$ cat src/hdl/wsd_pkg.sv
// WebSocket frame deframer: shared types and constants.
// No dependencies.
`default_nettype none
package wsd_pkg;

	localparam int LenW = 32;

	localparam logic [3:0] OpText   = 4'h1;
	localparam logic [3:0] OpBinary = 4'h2;
	localparam logic [3:0] OpClose  = 4'h8;
	localparam logic [3:0] OpPing   = 4'h9;
	localparam logic [3:0] OpPong   = 4'hA;

	localparam logic [6:0] Len16Code = 7'd126;
	localparam logic [6:0] Len64Code = 7'd127;

	localparam logic [3:0] Ext16Bytes = 4'd2;
	localparam logic [3:0] Ext64Bytes = 4'd8;

	typedef enum logic [2:0] {
		KIND_TEXT   = 3'd0,
		KIND_BINARY = 3'd1,
		KIND_CLOSE  = 3'd2,
		KIND_PING   = 3'd3,
		KIND_PONG   = 3'd4,
		KIND_OTHER  = 3'd5
	} kind_t;

	typedef enum logic [2:0] {
		PH_HDR0,
		PH_HDR1,
		PH_EXT,
		PH_MASK,
		PH_DATA,
		PH_CLOSED
	} phase_t;

	typedef struct packed {
		logic [LenW-1:0] frame_length;
		logic            close_code_valid;
		logic [15:0]     close_code;
		kind_t           frame_kind;
		logic [3:0]      frame_opcode;
		logic            fin_flag;
		logic            frame_end;
		logic            has_data;
		logic [7:0]      data_byte;
	} result_t;

	function automatic kind_t kind_of(input logic [3:0] op);
		kind_t k;
		unique case (op)
			OpText:   k = KIND_TEXT;
			OpBinary: k = KIND_BINARY;
			OpClose:  k = KIND_CLOSE;
			OpPing:   k = KIND_PING;
			OpPong:   k = KIND_PONG;
			default:  k = KIND_OTHER;
		endcase
		return k;
	endfunction

endpackage
`default_nettype wire

$ cat src/hdl/websocket_frame_deframer.sv
// WebSocket frame deframer top level: input register, parser, result register.
// Depends on wsd_pkg, wsd_in_stage, wsd_parser, wsd_out_stage.
//
//  port group | dir | contents
//  s_axis     | in  | tdata[7:0] rx_byte
//  m_axis     | out | tdata data_byte, fin, opcode, kind, close code, length;
//             |     | tuser has_data; tlast frame_end
//
// One byte per clock sustained while the master side does not stall; a byte enters the
// input register at its transfer edge and its result, if any, goes on to the result register.
// Reset clears the parse state to expect a new frame header.
// A stalled master side holds the result; one more byte waits in the input
// register, then s_axis_tready drops.
`default_nettype none
module websocket_frame_deframer import wsd_pkg::*; (
	input  wire logic        clk,
	input  wire logic        arst_n,
	input  wire logic        s_axis_tvalid,
	output logic             s_axis_tready,
	input  wire logic [7:0]  s_axis_tdata,  // [7:0] rx_byte
	output logic             m_axis_tvalid,
	input  wire logic        m_axis_tready,
	// [7:0] data_byte, [8] fin_flag, [12:9] frame_opcode, [15:13] frame_kind,
	// [31:16] close_code, [32] close_code_valid, [64:33] frame_length, rest 0
	output logic [71:0]      m_axis_tdata,
	output logic             m_axis_tuser,  // [0] has_data
	output logic             m_axis_tlast
);

	logic       advance;
	logic       valid_s1;
	logic [7:0] byte_s1;
	logic       res_valid;
	result_t    res;
	result_t    out_q;

	wsd_in_stage u_in (
		.clk      (clk),
		.arst_n   (arst_n),
		.in_valid (s_axis_tvalid),
		.in_ready (s_axis_tready),
		.in_byte  (s_axis_tdata),
		.advance  (advance),
		.valid_s1 (valid_s1),
		.byte_s1  (byte_s1)
	);

	wsd_parser u_parser (
		.clk       (clk),
		.arst_n    (arst_n),
		.fire      (valid_s1 && advance),
		.byte_s1   (byte_s1),
		.res_valid (res_valid),
		.res       (res)
	);

	wsd_out_stage u_out (
		.clk       (clk),
		.arst_n    (arst_n),
		.res_valid (res_valid),
		.res       (res),
		.advance   (advance),
		.out_valid (m_axis_tvalid),
		.out_ready (m_axis_tready),
		.out_q     (out_q)
	);

	assign m_axis_tdata = {7'b0, out_q.frame_length, out_q.close_code_valid,
		out_q.close_code, out_q.frame_kind, out_q.frame_opcode, out_q.fin_flag,
		out_q.data_byte};
	assign m_axis_tuser = out_q.has_data;
	assign m_axis_tlast = out_q.frame_end;

endmodule
`default_nettype wire

$ cat src/hdl/wsd_in_stage.sv
// WebSocket frame deframer: input register for received bytes.
// Depends on nothing but the stream handshake.
`default_nettype none
module wsd_in_stage (
	input  wire logic       clk,
	input  wire logic       arst_n,
	input  wire logic       in_valid,
	output logic            in_ready,
	input  wire logic [7:0] in_byte,
	input  wire logic       advance,
	output logic            valid_s1,
	output logic [7:0]      byte_s1
);

	assign in_ready = !valid_s1 || advance;

	always_ff @(posedge clk or negedge arst_n) begin
		if (!arst_n) begin
			valid_s1 <= 1'b0;
		end else if (in_ready) begin
			valid_s1 <= in_valid;
		end
	end

	always_ff @(posedge clk) begin
		if (in_ready && in_valid) begin
			byte_s1 <= in_byte;
		end
	end

endmodule
`default_nettype wire

$ cat src/hdl/wsd_parser.sv
// WebSocket frame deframer: header parse, unmasking and frame state.
// Depends on wsd_pkg.
`default_nettype none
module wsd_parser import wsd_pkg::*; (
	input  wire logic       clk,
	input  wire logic       arst_n,
	input  wire logic       fire,
	input  wire logic [7:0] byte_s1,
	output logic            res_valid,
	output result_t         res
);

	phase_t          phase_q, phase_d;
	logic            fin_q, fin_d;
	logic [3:0]      op_q, op_d;
	logic            masked_q, masked_d;
	logic [LenW-1:0] len_q, len_d;
	logic [LenW-1:0] rem_q, rem_d;
	logic [3:0]      ext_q, ext_d;
	logic [31:0]     key_q, key_d;
	logic [1:0]      midx_q, midx_d;
	logic [15:0]     cc_q, cc_d;
	logic [1:0]      cbs_q, cbs_d;

	logic            pay_start;
	logic            zero_end;
	logic [7:0]      key_byte;
	logic [7:0]      plain;

	always_comb begin
		unique case (midx_q)
			2'd0: key_byte = key_q[31:24];
			2'd1: key_byte = key_q[23:16];
			2'd2: key_byte = key_q[15:8];
			default: key_byte = key_q[7:0];
		endcase
		plain = masked_q ? (byte_s1 ^ key_byte) : byte_s1;
	end

	// next state
	always_comb begin
		phase_d   = phase_q;
		fin_d     = fin_q;
		op_d      = op_q;
		masked_d  = masked_q;
		len_d     = len_q;
		rem_d     = rem_q;
		ext_d     = ext_q;
		key_d     = key_q;
		midx_d    = midx_q;
		cc_d      = cc_q;
		cbs_d     = cbs_q;
		pay_start = 1'b0;
		zero_end  = 1'b0;
		if (fire) begin
			unique case (phase_q)
				PH_HDR0: begin
					fin_d   = byte_s1[7];
					op_d    = byte_s1[3:0];
					phase_d = PH_HDR1;
				end
				PH_HDR1: begin
					masked_d = byte_s1[7];
					len_d    = '0;
					if (byte_s1[6:0] == Len16Code) begin
						ext_d   = Ext16Bytes;
						phase_d = PH_EXT;
					end else if (byte_s1[6:0] == Len64Code) begin
						ext_d   = Ext64Bytes;
						phase_d = PH_EXT;
					end else begin
						len_d = LenW'(byte_s1[6:0]);
						if (byte_s1[7]) begin
							midx_d  = '0;
							key_d   = '0;
							phase_d = PH_MASK;
						end else begin
							pay_start = 1'b1;
						end
					end
				end
				PH_EXT: begin
					len_d = {len_q[LenW-9:0], byte_s1};
					ext_d = ext_q - 4'd1;
					if (ext_q == 4'd1) begin
						if (masked_q) begin
							midx_d  = '0;
							key_d   = '0;
							phase_d = PH_MASK;
						end else begin
							pay_start = 1'b1;
						end
					end
				end
				PH_MASK: begin
					key_d  = {key_q[23:0], byte_s1};
					midx_d = midx_q + 2'd1;
					if (midx_q == 2'd3) begin
						pay_start = 1'b1;
					end
				end
				PH_DATA: begin
					midx_d = midx_q + 2'd1;
					if (op_q == OpClose && cbs_q < 2'd2) begin
						cc_d  = {cc_q[7:0], plain};
						cbs_d = cbs_q + 2'd1;
					end
					rem_d = rem_q - LenW'(1);
					if (rem_q == LenW'(1)) begin
						phase_d = (op_q == OpClose) ? PH_CLOSED : PH_HDR0;
					end
				end
				PH_CLOSED: begin
					phase_d = PH_CLOSED;
				end
				default: begin
					phase_d = PH_HDR0;
				end
			endcase
			if (pay_start) begin
				rem_d  = len_d;
				midx_d = '0;
				cc_d   = '0;
				cbs_d  = '0;
				if (len_d == '0) begin
					zero_end = 1'b1;
					phase_d  = (op_d == OpClose) ? PH_CLOSED : PH_HDR0;
				end else begin
					phase_d = PH_DATA;
				end
			end
		end
	end

	// result
	always_comb begin
		logic is_data;
		logic end_flag;
		logic cc_ok;
		is_data   = fire && phase_q == PH_DATA;
		end_flag  = zero_end || (is_data && rem_q == LenW'(1));
		cc_ok     = end_flag && op_d == OpClose && cbs_d == 2'd2;
		res_valid = is_data || zero_end;
		res.data_byte        = is_data ? plain : 8'h00;
		res.has_data         = is_data;
		res.frame_end        = end_flag;
		res.fin_flag         = fin_d;
		res.frame_opcode     = op_d;
		res.frame_kind       = kind_of(op_d);
		res.close_code       = cc_ok ? cc_d : 16'h0000;
		res.close_code_valid = cc_ok;
		res.frame_length     = len_d;
	end

	always_ff @(posedge clk or negedge arst_n) begin
		if (!arst_n) begin
			phase_q  <= PH_HDR0;
			fin_q    <= 1'b0;
			op_q     <= '0;
			masked_q <= 1'b0;
			len_q    <= '0;
			rem_q    <= '0;
			ext_q    <= '0;
			key_q    <= '0;
			midx_q   <= '0;
			cc_q     <= '0;
			cbs_q    <= '0;
		end else begin
			phase_q  <= phase_d;
			fin_q    <= fin_d;
			op_q     <= op_d;
			masked_q <= masked_d;
			len_q    <= len_d;
			rem_q    <= rem_d;
			ext_q    <= ext_d;
			key_q    <= key_d;
			midx_q   <= midx_d;
			cc_q     <= cc_d;
			cbs_q    <= cbs_d;
		end
	end

`ifndef SYNTHESIS
	a_closed_sticks: assert property (@(posedge clk) disable iff (!arst_n)
		phase_q == PH_CLOSED |=> phase_q == PH_CLOSED)
		else $error("closed phase left");
	a_data_rem: assert property (@(posedge clk) disable iff (!arst_n)
		phase_q == PH_DATA |-> rem_q != '0)
		else $error("payload phase with zero count");
	a_ext_count: assert property (@(posedge clk) disable iff (!arst_n)
		phase_q == PH_EXT |-> ext_q != 4'd0)
		else $error("extended length phase with zero count");
	a_cc_end: assert property (@(posedge clk) disable iff (!arst_n)
		res_valid && res.close_code_valid |-> res.frame_end && res.has_data)
		else $error("close code without frame end");
	a_close_done: assert property (@(posedge clk) disable iff (!arst_n)
		res_valid && res.frame_end && op_d == OpClose |=> phase_q == PH_CLOSED)
		else $error("close frame did not close");
`endif

endmodule
`default_nettype wire

$ cat src/hdl/wsd_out_stage.sv
// WebSocket frame deframer: result register toward the master side.
// Depends on wsd_pkg.
`default_nettype none
module wsd_out_stage import wsd_pkg::*; (
	input  wire logic    clk,
	input  wire logic    arst_n,
	input  wire logic    res_valid,
	input  wire result_t res,
	output logic         advance,
	output logic         out_valid,
	input  wire logic    out_ready,
	output result_t      out_q
);

	assign advance = !out_valid || out_ready;

	always_ff @(posedge clk or negedge arst_n) begin
		if (!arst_n) begin
			out_valid <= 1'b0;
		end else if (advance) begin
			out_valid <= res_valid;
		end
	end

	always_ff @(posedge clk) begin
		if (advance && res_valid) begin
			out_q <= res;
		end
	end

endmodule
`default_nettype wire

$ cat config.mk
export PLATFORM = sky130hd
export DESIGN_NAME = websocket_frame_deframer
export DESIGN_NICKNAME = d
export VERILOG_FILES = /design/src/hdl/wsd_pkg.sv /design/src/hdl/websocket_frame_deframer.sv /design/src/hdl/wsd_in_stage.sv /design/src/hdl/wsd_parser.sv /design/src/hdl/wsd_out_stage.sv
export SDC_FILE = /design/constraint.sdc
export NUM_CORES = 1
export LEC_CHECK = 0
export BUFFER_PORTS_ARGS = -buffer_cell sky130_fd_sc_hd__buf_2
export CAP_MARGIN = 20
export CORE_MARGIN = 2
export CORE_UTILIZATION = 33
export DETAILED_ROUTE_END_ITERATION = 16
export PLACE_DENSITY = 0.49
export SYNTH_ARGS = -nofsm -noshare
export SYNTH_HDL_FRONTEND = slang
export SYNTH_HIERARCHICAL = 1
export SYNTH_SLANG_ARGS = --single-unit
$ cat constraint.sdc
create_clock -name clk -period 8.5 [get_ports clk]
set_input_delay 1.275 -clock clk [delete_from_list [all_inputs] [get_ports clk]]
set_output_delay 1.275 -clock clk [all_outputs]
set_load 0.1 [all_outputs]
==> out/metrics.csv, run 1 <==
metric;value;unit
run status;completed;
P_leak;4.40;nW
relative slew slack;29.8;%
Synth async-reset ratio;63.6;%
Final nets;977;
Worst Path Required;8.64;ns
main area contributors after synthesis;dfrtp_1, edfxtp_1, nand2_1, a22o_1, o21ai_0;
Setup Skew;0.0197;ns
largest area contributor in the netlist;dfrtp_1;
number of global-route vias before repair;6913;
CTS tree;built;
Yosys reg bits;206;
EDFF count, synth;75;
clock buffer count from CTS;24;
initial antenna violation count;0;
Inserted Diodes;0;
Die Span Y;175;µm
CP startpoint;u_parser/phase_q[1];
ANT nets after route;0;
most common cell in the netlist;nand2_1;
clock share of power;25.9;%
CP endpoint kind;register;
final setup violating endpoints;0;
Sequential Power Share;38.3;%
commonest cells in the netlist;nand2_1, dfrtp_1, o21ai_0;
Final Hold Viols;0;
worst vdd ir;0.000151;V
root buffer cell;clkbuf_16;
R2R Path Start;u_parser/phase_q[1];
drt drc;0;
Combinational Power Share;35.8;%
most common flop cell mapped by yosys;dfrtp_1;
core area;0.0288;mm²
fin crit share;54.4;%
synthesized cell area;0.00965;mm²
switching share of power;43.1;%
fillers;2834;
Ys Warns;6;
largest net degree at the start of global routing;68;
Port Buffers;80;
area share of the largest cell type after synthesis;34.0;%
P_sw;0.00163;W
Slew @ Worst Pin;1.05;ns
critical path arrival;4.76;ns
Initial Util;33.5;%
vias;7314;
cts repair resizes;0;
Cell Rows;62;
Placer Congestion;0.833;
clk sink count;206;
fin crit period;4.62;ns
internal power;0.00215;W
# IOs;88;
Hold Buf Count CTS;0;
half-perimeter wire length after detailed placement;17300;µm
setup tns final;0;ns
First-pass DRT Iterations;5;
Hold Crit Class;reg -> reg;
max-slew violation count;0;
H-tree Lvls;1;
share of cells above drive strength 1;15.4;%
Die W;175;µm
Clock Pin Slew Worst Setup and Hold Paths;0.07;ns
Via density;5.38;
Crit Path Class;reg -> reg;
total gr overflow;0;
Critical Path Source Type;register;
first-pass GRT wire length;41200;µm
worst hold slack;0.489;ns
Tot GR Track Use;17.1;%
Clk Latency, worst-skew pair;0.52;ns
Netlist cell types;74;
Post-Syn Area per Cell;10.6;µm²
register area share after synthesis;57.3;%
Post-Route WL;26400;µm
critical-path maximum fanout;67;
Max-cap violations;0;
DR iter-0 viols;712;
Die Footprint;0.0306;mm²
WL/cell;19.4;µm
worst hold start;u_parser/key_q[29];
Post-Syn Instances;908;
RSZ-0062 raised after global routing;false;
Fmax;0.216;GHz
pwr dens;341;mW/mm²
area grow syn2layout;14.7;%
clk buf depth;3;
Post-CTS Repair Setup Buffers;0;
==> worst max-delay path, stage by stage, from the launching register on <==
cell and delay (ns):
dfrtp_1 0.32, buf_4 0.38, nor3b_2 0.56, nand2_1 0.21, o221ai_4 0.68, nand2_1 0.62, or2_2 0.49, nand2_1 0.08
and2_4 0.73
==> power groups by stage <==
stage               Combinational [W]  Clock [W]  Sequential, W
floorplan                    0.000753          0        0.00170
global placement              0.00134          0        0.00147
detailed placement            0.00134          0        0.00146
CTS                           0.00135    0.00100        0.00145
global route                  0.00146    0.00104        0.00147
finish                        0.00135   0.000977        0.00145
==> worst paths after layout <==
kind	endpoint	slack [ns]	cells after the start
max reg2reg	u_out/out_q[59]	3.88	8
min in group asynchronous	u_parser/cc_q[14]	0.77	1
min	u_parser/key_q[29]	0.49	2
max in group asynchronous	u_parser/len_q[20]	6.40	2
max	u_out/out_q[59]	3.88	8
min reg2reg	u_parser/key_q[29]	0.49	2
==> cells in the final DEF, fill, tap and decap left out, types with 7 or more instances in the layout <==
master,netlist,layout
a211oi_1,7,7
a21oi_1,25,25
a221oi_1,7,7
a222oi_1,8,8
a22o_1,57,57
a22oi_1,9,9
a31oi_1,9,9
and2_1,28,28
and3_1,12,12
buf_2,7,79
buf_4,8,7
clkbuf_16,0,25
conb_1,1,7
dfrtp_1,131,131
edfxtp_1,75,75
ha_1,8,8
inv_1,16,16
nand2_1,142,142
nand3_1,13,13
nor2_1,45,45
nor3_1,28,28
nor4_1,12,12
nor4bb_1,10,10
o21ai_0,89,89
xor2_1,8,8
==> logic make-up after synthesis <==
logic type,synth area share [%]
xor gates and xnor gates,0.817
buffers and inverters,3.83
and+or+nand+nor,18.2
DFF,57.3
muxes,0.921
other,0.0389
adders and majority gates,1.04
AOI/OAI and AO/OA,17.9
==> metrics by stage <==
stage | total power, W | util, % | cell area (µm²) | setup slack, ns | cells
floorplan | 0.00245 | - | 9670 | 4.98 | 914
global placement | 0.00280 | 35.8 | 10300 | 3.74 | 1315
detailed placement | 0.00280 | 35.8 | 10300 | 3.58 | 1315
CTS | 0.00380 | 38.4 | 11100 | 3.84 | 1359
global route | 0.00398 | 38.4 | 11100 | 3.52 | 1359
finish | 0.00377 | 38.4 | 11100 | 3.88 | 1359
==> metal layers <==
metal / up-vias / part of all wire [%] / GRT usage [%]
met5: - / 0 / 0
met4: 0 / 1.7 / 4.17
met3: 33 / 5.7 / 2.74
met2: 236 / 42 / 24.2
met1: 3611 / 50 / 26.9
li1: 3434 / - / -
==> flip-flops by register name, summed over array words and instances (netlist names) <==
| signal | count |
|---|---|
| u_parser/masked_q | 1 |
| u_out/out_valid | 1 |
| u_in/valid_s1 | 1 |
| u_parser/cc_q | 16 |
| u_parser/rem_q | 32 |
| u_parser/ext_q | 4 |
| u_parser/len_q | 32 |
| u_parser/fin_q | 1 |
| u_parser/cbs_q | 2 |
| u_parser/op_q | 4 |
| u_parser/midx_q | 2 |
| u_parser/phase_q | 3 |
| u_in/byte_s1 | 8 |
| u_out/out_q | 67 |
| u_parser/key_q | 32 |
==> area by class of cell <==
cell class / count / area [µm²] / share of cell area [%]
flip-flops and latches: 206 / 5530 / 50.0
multi-input cells: 622 / 3770 / 34.1
clock buffers: 28 / 647 / 5.85
well taps: 384 / 480 / 4.34
repair buffers: 87 / 459 / 4.15
clock inverters: 16 / 108 / 0.973
inverters: 16 / 60.1 / 0.543
(Power assumes the default switching activity.)
==> run 2, diff against run 1 <==
ABC_AREA = 1   (was unset)
PLACE_DENSITY = 0.51   (was 0.49)
clock period = 3.95 ns   (was 8.5 ns; I/O delays follow)
==> out/metrics.csv, run 2 <==
metric;value;unit
first-pass GRT wire length;43100;µm
Post-CTS Repair Setup Buffers;0;
share of cells above drive strength 1;14.4;%
Placement Setup Slack;0.630;ns
critical path arrival;3.54;ns
Netlist cell types;45;
vias;7941;
most frequent cells in the layout;nand2_1, dfrtp_1, inv_1;
CTS tree;built;
drt drc;0;
Slowest-stage cell, CP;a22oi_1;
Final Hold Viols;0;
internal power;0.00344;W
Worst Path Required;4.13;ns
most common flop cell mapped by yosys;dfrtp_1;
Port Buffers;80;
Placement Cell Area;0.0107;mm²
Largest register FFs;67;
# IOs;88;
switching share of power;22.5;%
fin crit period;3.36;ns
Final nets;1220;
P_leak;5.11;nW
max-slew violation count;0;
fin crit share;84.9;%
register area share after synthesis;55.7;%
Tot GR Track Use;17.3;%
total gr overflow;0;
First-pass DRT Iterations;5;
clock buffer count from CTS;24;
CP most frequent cell;nand3_2;
Via density;4.94;
Inserted Diodes;0;
Reg-to-Reg End;u_out/out_q[59];
final setup violating endpoints;0;
setup tns final;0;ns
Die Footprint;0.0315;mm²
DR iter-0 viols;618;
area share of the largest cell type after synthesis;33.0;%
root buffer cell;clkbuf_16;
number of global-route vias before repair;7726;
Yosys reg bits;206;
worst vdd ir;0.000348;V
core area;0.0296;mm²
Reg with most FFs;u_out/out_q;
pwr dens;386;mW/mm²
Hold Buf Count CTS;0;
Post-Route WL;26600;µm
Tot Pwr;0.00443;W
Fmax;0.298;GHz
largest area contributor in the netlist;dfrtp_1;
largest net degree at the start of global routing;90;
Max-cap violations;0;
Ys Warns;6;
crit path buf inv count;3;
H-tree Lvls;1;
Worst path max stage delay;0.66;ns
Die Span Y;177;µm
P_sw;0.000999;W
delay-heaviest family, CP;simple AND/OR/NAND/NOR gates;
Crit Path Class;reg -> reg;
Post-Syn Area per Cell;8.82;µm²
Final Cell Area;0.0115;mm²
Combinational Power Share;2.2;%
cts repair resizes;0;
Clk Latency, worst-skew pair;0.52;ns
RSZ-0062 raised after global routing;false;
Cell Rows;63;
critical-path maximum fanout;54;
layer with the highest usage;met2;
Synth async-reset ratio;63.6;%
relative slew slack;40.9;%
clock share of power;47.5;%
CP endpoint kind;register;
worst-case reg-to-reg path depth;11;
Critical Path Source Type;register;
Die W;177;µm
Slew @ Worst Pin;0.887;ns
EDFF count, synth;75;
final worst slack;0.595;ns
R2R Path Start;u_parser/phase_q[0];
worst reg2reg setup slack;0.59;ns
initial antenna violation count;0;
half-perimeter wire length after detailed placement;18600;µm
Post-Syn Instances;1125;
Setup Skew;0.0188;ns
main area contributors after synthesis;dfrtp_1, edfxtp_1, nand2_1, o21ai_0, inv_1;
run status;completed;
Hold Crit Class;in -> async;
Placer Congestion;0.856;
commonest cells in the netlist;nand2_1, dfrtp_1, inv_1;
Sequential Power Share;50.2;%
most common cell in the netlist;nand2_1;
synthesized cell area;0.00993;mm²
leading cell type in the layout, fill and taps excluded;nand2_1;
ANT nets after route;0;
clk buf depth;3;
clk sink count;206;
GR Layer Usage met2;28.4;%
area grow syn2layout;15.7;%
worst-path cell chain;inv_2, nand2_2, nand3_2, a22oi_1, nand4_1, nor2_2, nand3_2, nand2_1, inv_1, a21oi_4, buf_12;
Initial Util;33.5;%
WL/cell;16.5;µm
Clock Pin Slew Worst Setup and Hold Paths;0.06;ns
GRT met3 Usage;2.49;%
routing usage on met1;24.3;%
## run 2: kinds of logic (layout without fill, tap and decap cells)
| kind of cell | after synthesis | in the layout | share of synthesized area (%) |
|---|---|---|---|
| adder cells (fa/ha/maj) | 8 | 8 | 1.01 |
| AND/OR/NAND/NOR | 489 | 489 | 21.4 |
| AO/OA/AOI/OAI | 225 | 225 | 13.0 |
| other | 1 | 7 | 0.0378 |
| flip-flops | 206 | 206 | 55.7 |
| buffers and inverters | 184 | 271 | 7.79 |
| XOR/XNOR | 12 | 12 | 1.06 |
## run 2: metal layers
layer	share of wire [%]	vias to the layer above
met4	2.2	0
met2	47	212
met1	46	3809
met3	5.5	35
met5	0	-
li1	-	3885
## run 2: worst max path at each step
stage | startpoint | end | slack (ns) | depth (start not counted)
final | u_parser/phase_q[0] | u_out/out_q[59] | 0.59 | 11
after global routing | u_parser/phase_q[2] | u_out/out_q[66] | 0.28 | 15
after CTS | u_parser/phase_q[2] | u_out/out_q[66] | 0.60 | 11
after detailed placement | u_parser/phase_q[2] | u_out/out_q[66] | 0.63 | 11
after global placement | u_parser/phase_q[2] | u_out/out_q[51] | 0.65 | 11
after floorplan | u_out/out_valid | u_out/out_q[0] | 0.10 | 12
## run 2: cell type report
class	count	area (µm²)
Fill cell	3054	18200
Multi-Input combinational cell	741	3670
Clock inverter	16	126
Sequential cell	206	5530
Tap cell	390	488
Inverter	132	495
Timing Repair Buffer	95	544
Clock buffer	28	626
## run 2: per-stage QoR
stage | instances | hold WS (ns) | utilization (%)
floorplan | 1131 | 0.297 | -
global placement | 1564 | 0.486 | 36.2
detailed placement | 1564 | 0.494 | 36.2
CTS | 1608 | 0.208 | 38.7
global route | 1608 | 0.216 | 38.7
finish | 1608 | 0.167 | 38.7
## run 2: power groups by stage
| stage | registers, W | clock network [W] | logic, W |
|---|---|---|---|
| floorplan | 0.00226 | 0 | 0.0000603 |
| global route | 0.00223 | 0.00226 | 0.000112 |
| finish | 0.00223 | 0.00211 | 0.0000995 |
| global placement | 0.00227 | 0 | 0.000103 |
| detailed placement | 0.00227 | 0 | 0.000103 |
| CTS | 0.00223 | 0.00218 | 0.000103 |
==> run 3, diff against run 2 <==
ABC_AREA = 0   (was 1)
PLACE_DENSITY = 0.49   (was 0.51)
clock period = 3.3 ns   (was 3.95 ns; I/O delays follow)
==> out/metrics.csv, run 3 (synthesis results as in run 1) <==
metric;value;unit
run status;finished, violations left;
failing checks;hold timing;
Hold Buf Count CTS;0;
area grow syn2layout;19.4;%
setup tns final;0;ns
leading cell type in the layout, fill and taps excluded;nand2_1;
fin crit share;93.9;%
CP endpoint kind;register;
Hold Crit Class;in -> async;
Reg with most FFs;u_out/out_q;
Inst Count DP;1365;
Max-cap violations;0;
Clock Pin Slew Worst Setup and Hold Paths;0.06;ns
Inserted Diodes;0;
Setup Skew;0.00743;ns
clk sink count;206;
P_leak;4.67;nW
core area;0.0288;mm²
root buffer cell;clkbuf_16;
vias;7317;
worst vdd ir;0.000476;V
CP startpoint;u_parser/phase_q[1];
H-tree Lvls;1;
RSZ-0062 raised after global routing;false;
Port Buffers;80;
Placer Congestion;0.822;
post-layout util;40.0;%
crit path to;u_out/out_q[53];
Die Footprint;0.0306;mm²
relative slew slack;52.8;%
pwr dens;867;mW/mm²
Final nets;1026;
Die Span Y;175;µm
critical path arrival;3.30;ns
worst hold slack;-0.0259;ns
number of global-route vias before repair;7073;
worst-case reg-to-reg path depth;11;
largest net degree at the start of global routing;70;
Via density;5.20;
Cell Rows;62;
fin crit period;3.10;ns
drt drc;0;
Reg-to-Reg End;u_out/out_q[53];
half-perimeter wire length after detailed placement;18200;µm
Final Cell Area;0.0115;mm²
first-pass GRT wire length;42400;µm
max-slew violation count;0;
Final Hold Viols;11;
worst reg2reg setup slack;0.20;ns
WL/cell;19.0;µm
Die W;175;µm
critical-path maximum fanout;26;
Largest register FFs;67;
R2R Path Start;u_parser/phase_q[1];
First-pass DRT Iterations;5;
# IOs;88;
final setup violating endpoints;0;
ANT nets after route;0;
initial antenna violation count;0;
most frequent cells in the layout;nand2_1, dfrtp_1, o21ai_0;
clk buf depth;3;
Post-Route WL;26800;µm
Clk Latency, worst-skew pair;0.51;ns
total gr overflow;0;
Tot GR Track Use;17.5;%
share of cells above drive strength 1;19.6;%
CTS tree;built;
Initial Util;33.5;%
post-route insts no fill;1406;
Crit Path Class;reg -> reg;
DR iter-0 viols;517;
Slew @ Worst Pin;0.705;ns
Critical Path Source Type;register;
Placement Cell Area;0.0107;mm²
Fmax;0.323;GHz
clock buffer count from CTS;23;
Worst Path Required;3.50;ns
## run 3: cell types whose count changed in the layout (fill, tap and decap cells not counted), moves of 39 or more
cell     delta
nand3_1    -60
inv_1     -107
a22o_1     +57
buf_4      +39
nand2_1   -103
nor2_1     -69
## run 3: worst min path at each step
stage	endpoint	cells past startpoint	slack (ns)	start
2_1_floorplan	u_in/valid_s1	0	0.20	arst_n
3_3_place_gp	u_parser/key_q[25]	2	0.46	u_parser/key_q[25]
3_5_place_dp	u_parser/key_q[25]	2	0.47	u_parser/key_q[25]
4_1_cts	u_parser/cc_q[14]	1	0.02	arst_n
5_1_grt	u_parser/cc_q[5]	1	0.03	arst_n
6_report	u_parser/cc_q[14]	1	-0.03	arst_n
## run 3: metal layers
| layer | GRT usage, % | routed length [µm] |
|---|---|---|
| met1 | 27.6 | 13600 |
| met2 | 25.4 | 11400 |
| met3 | 2.39 | 1330 |
| met4 | 3.65 | 399 |
| met5 | 0 | 0 |
## run 3: power breakdown
part | leakage, nW | internal [W] | switching [W]
combinational | 1.88 | 0.00110 | 0.00267
sequential | 2.44 | 0.00322 | 0.000474
clock | 0.351 | 0.00151 | 0.00101
## run 3: repair_timing
item                                    CTS  global route
endpoints found under the setup margin    0            67
buffers inserted                          0             0
resized for setup                         0             8
## run 3: layout make-up
cell class / instances / area (µm²)
fillers: 2814 / 17300
repair buffers: 137 / 897
well taps: 384 / 480
flip-flops and latches: 206 / 5530
multi-input cells: 622 / 3810
inverters: 16 / 60.1
clock inverters: 12 / 135
clock buffers: 29 / 598
## run 3: through the flow
| stage | setup slack [ns] | total power [W] |
|---|---|---|
| floorplan | 0.0940 | 0.00631 |
| global placement | 0.169 | 0.00744 |
| detailed placement | 0.101 | 0.00744 |
| CTS | 0.0617 | 0.0100 |
| global route | 0.00299 | 0.0105 |
| finish | 0.201 | 0.00999 |
## run 3: critical path, stage by stage, from the launching register on
cell,delay [ns]
dfrtp_1,0.45
buf_4,0.24
and3_1,0.16
nor4_1,0.30
buf_4,0.19
nand4_1,0.08
nor4_1,0.34
nand4_1,0.21
or2_2,0.34
nand2_1,0.09
and2_4,0.19
buf_12,0.20
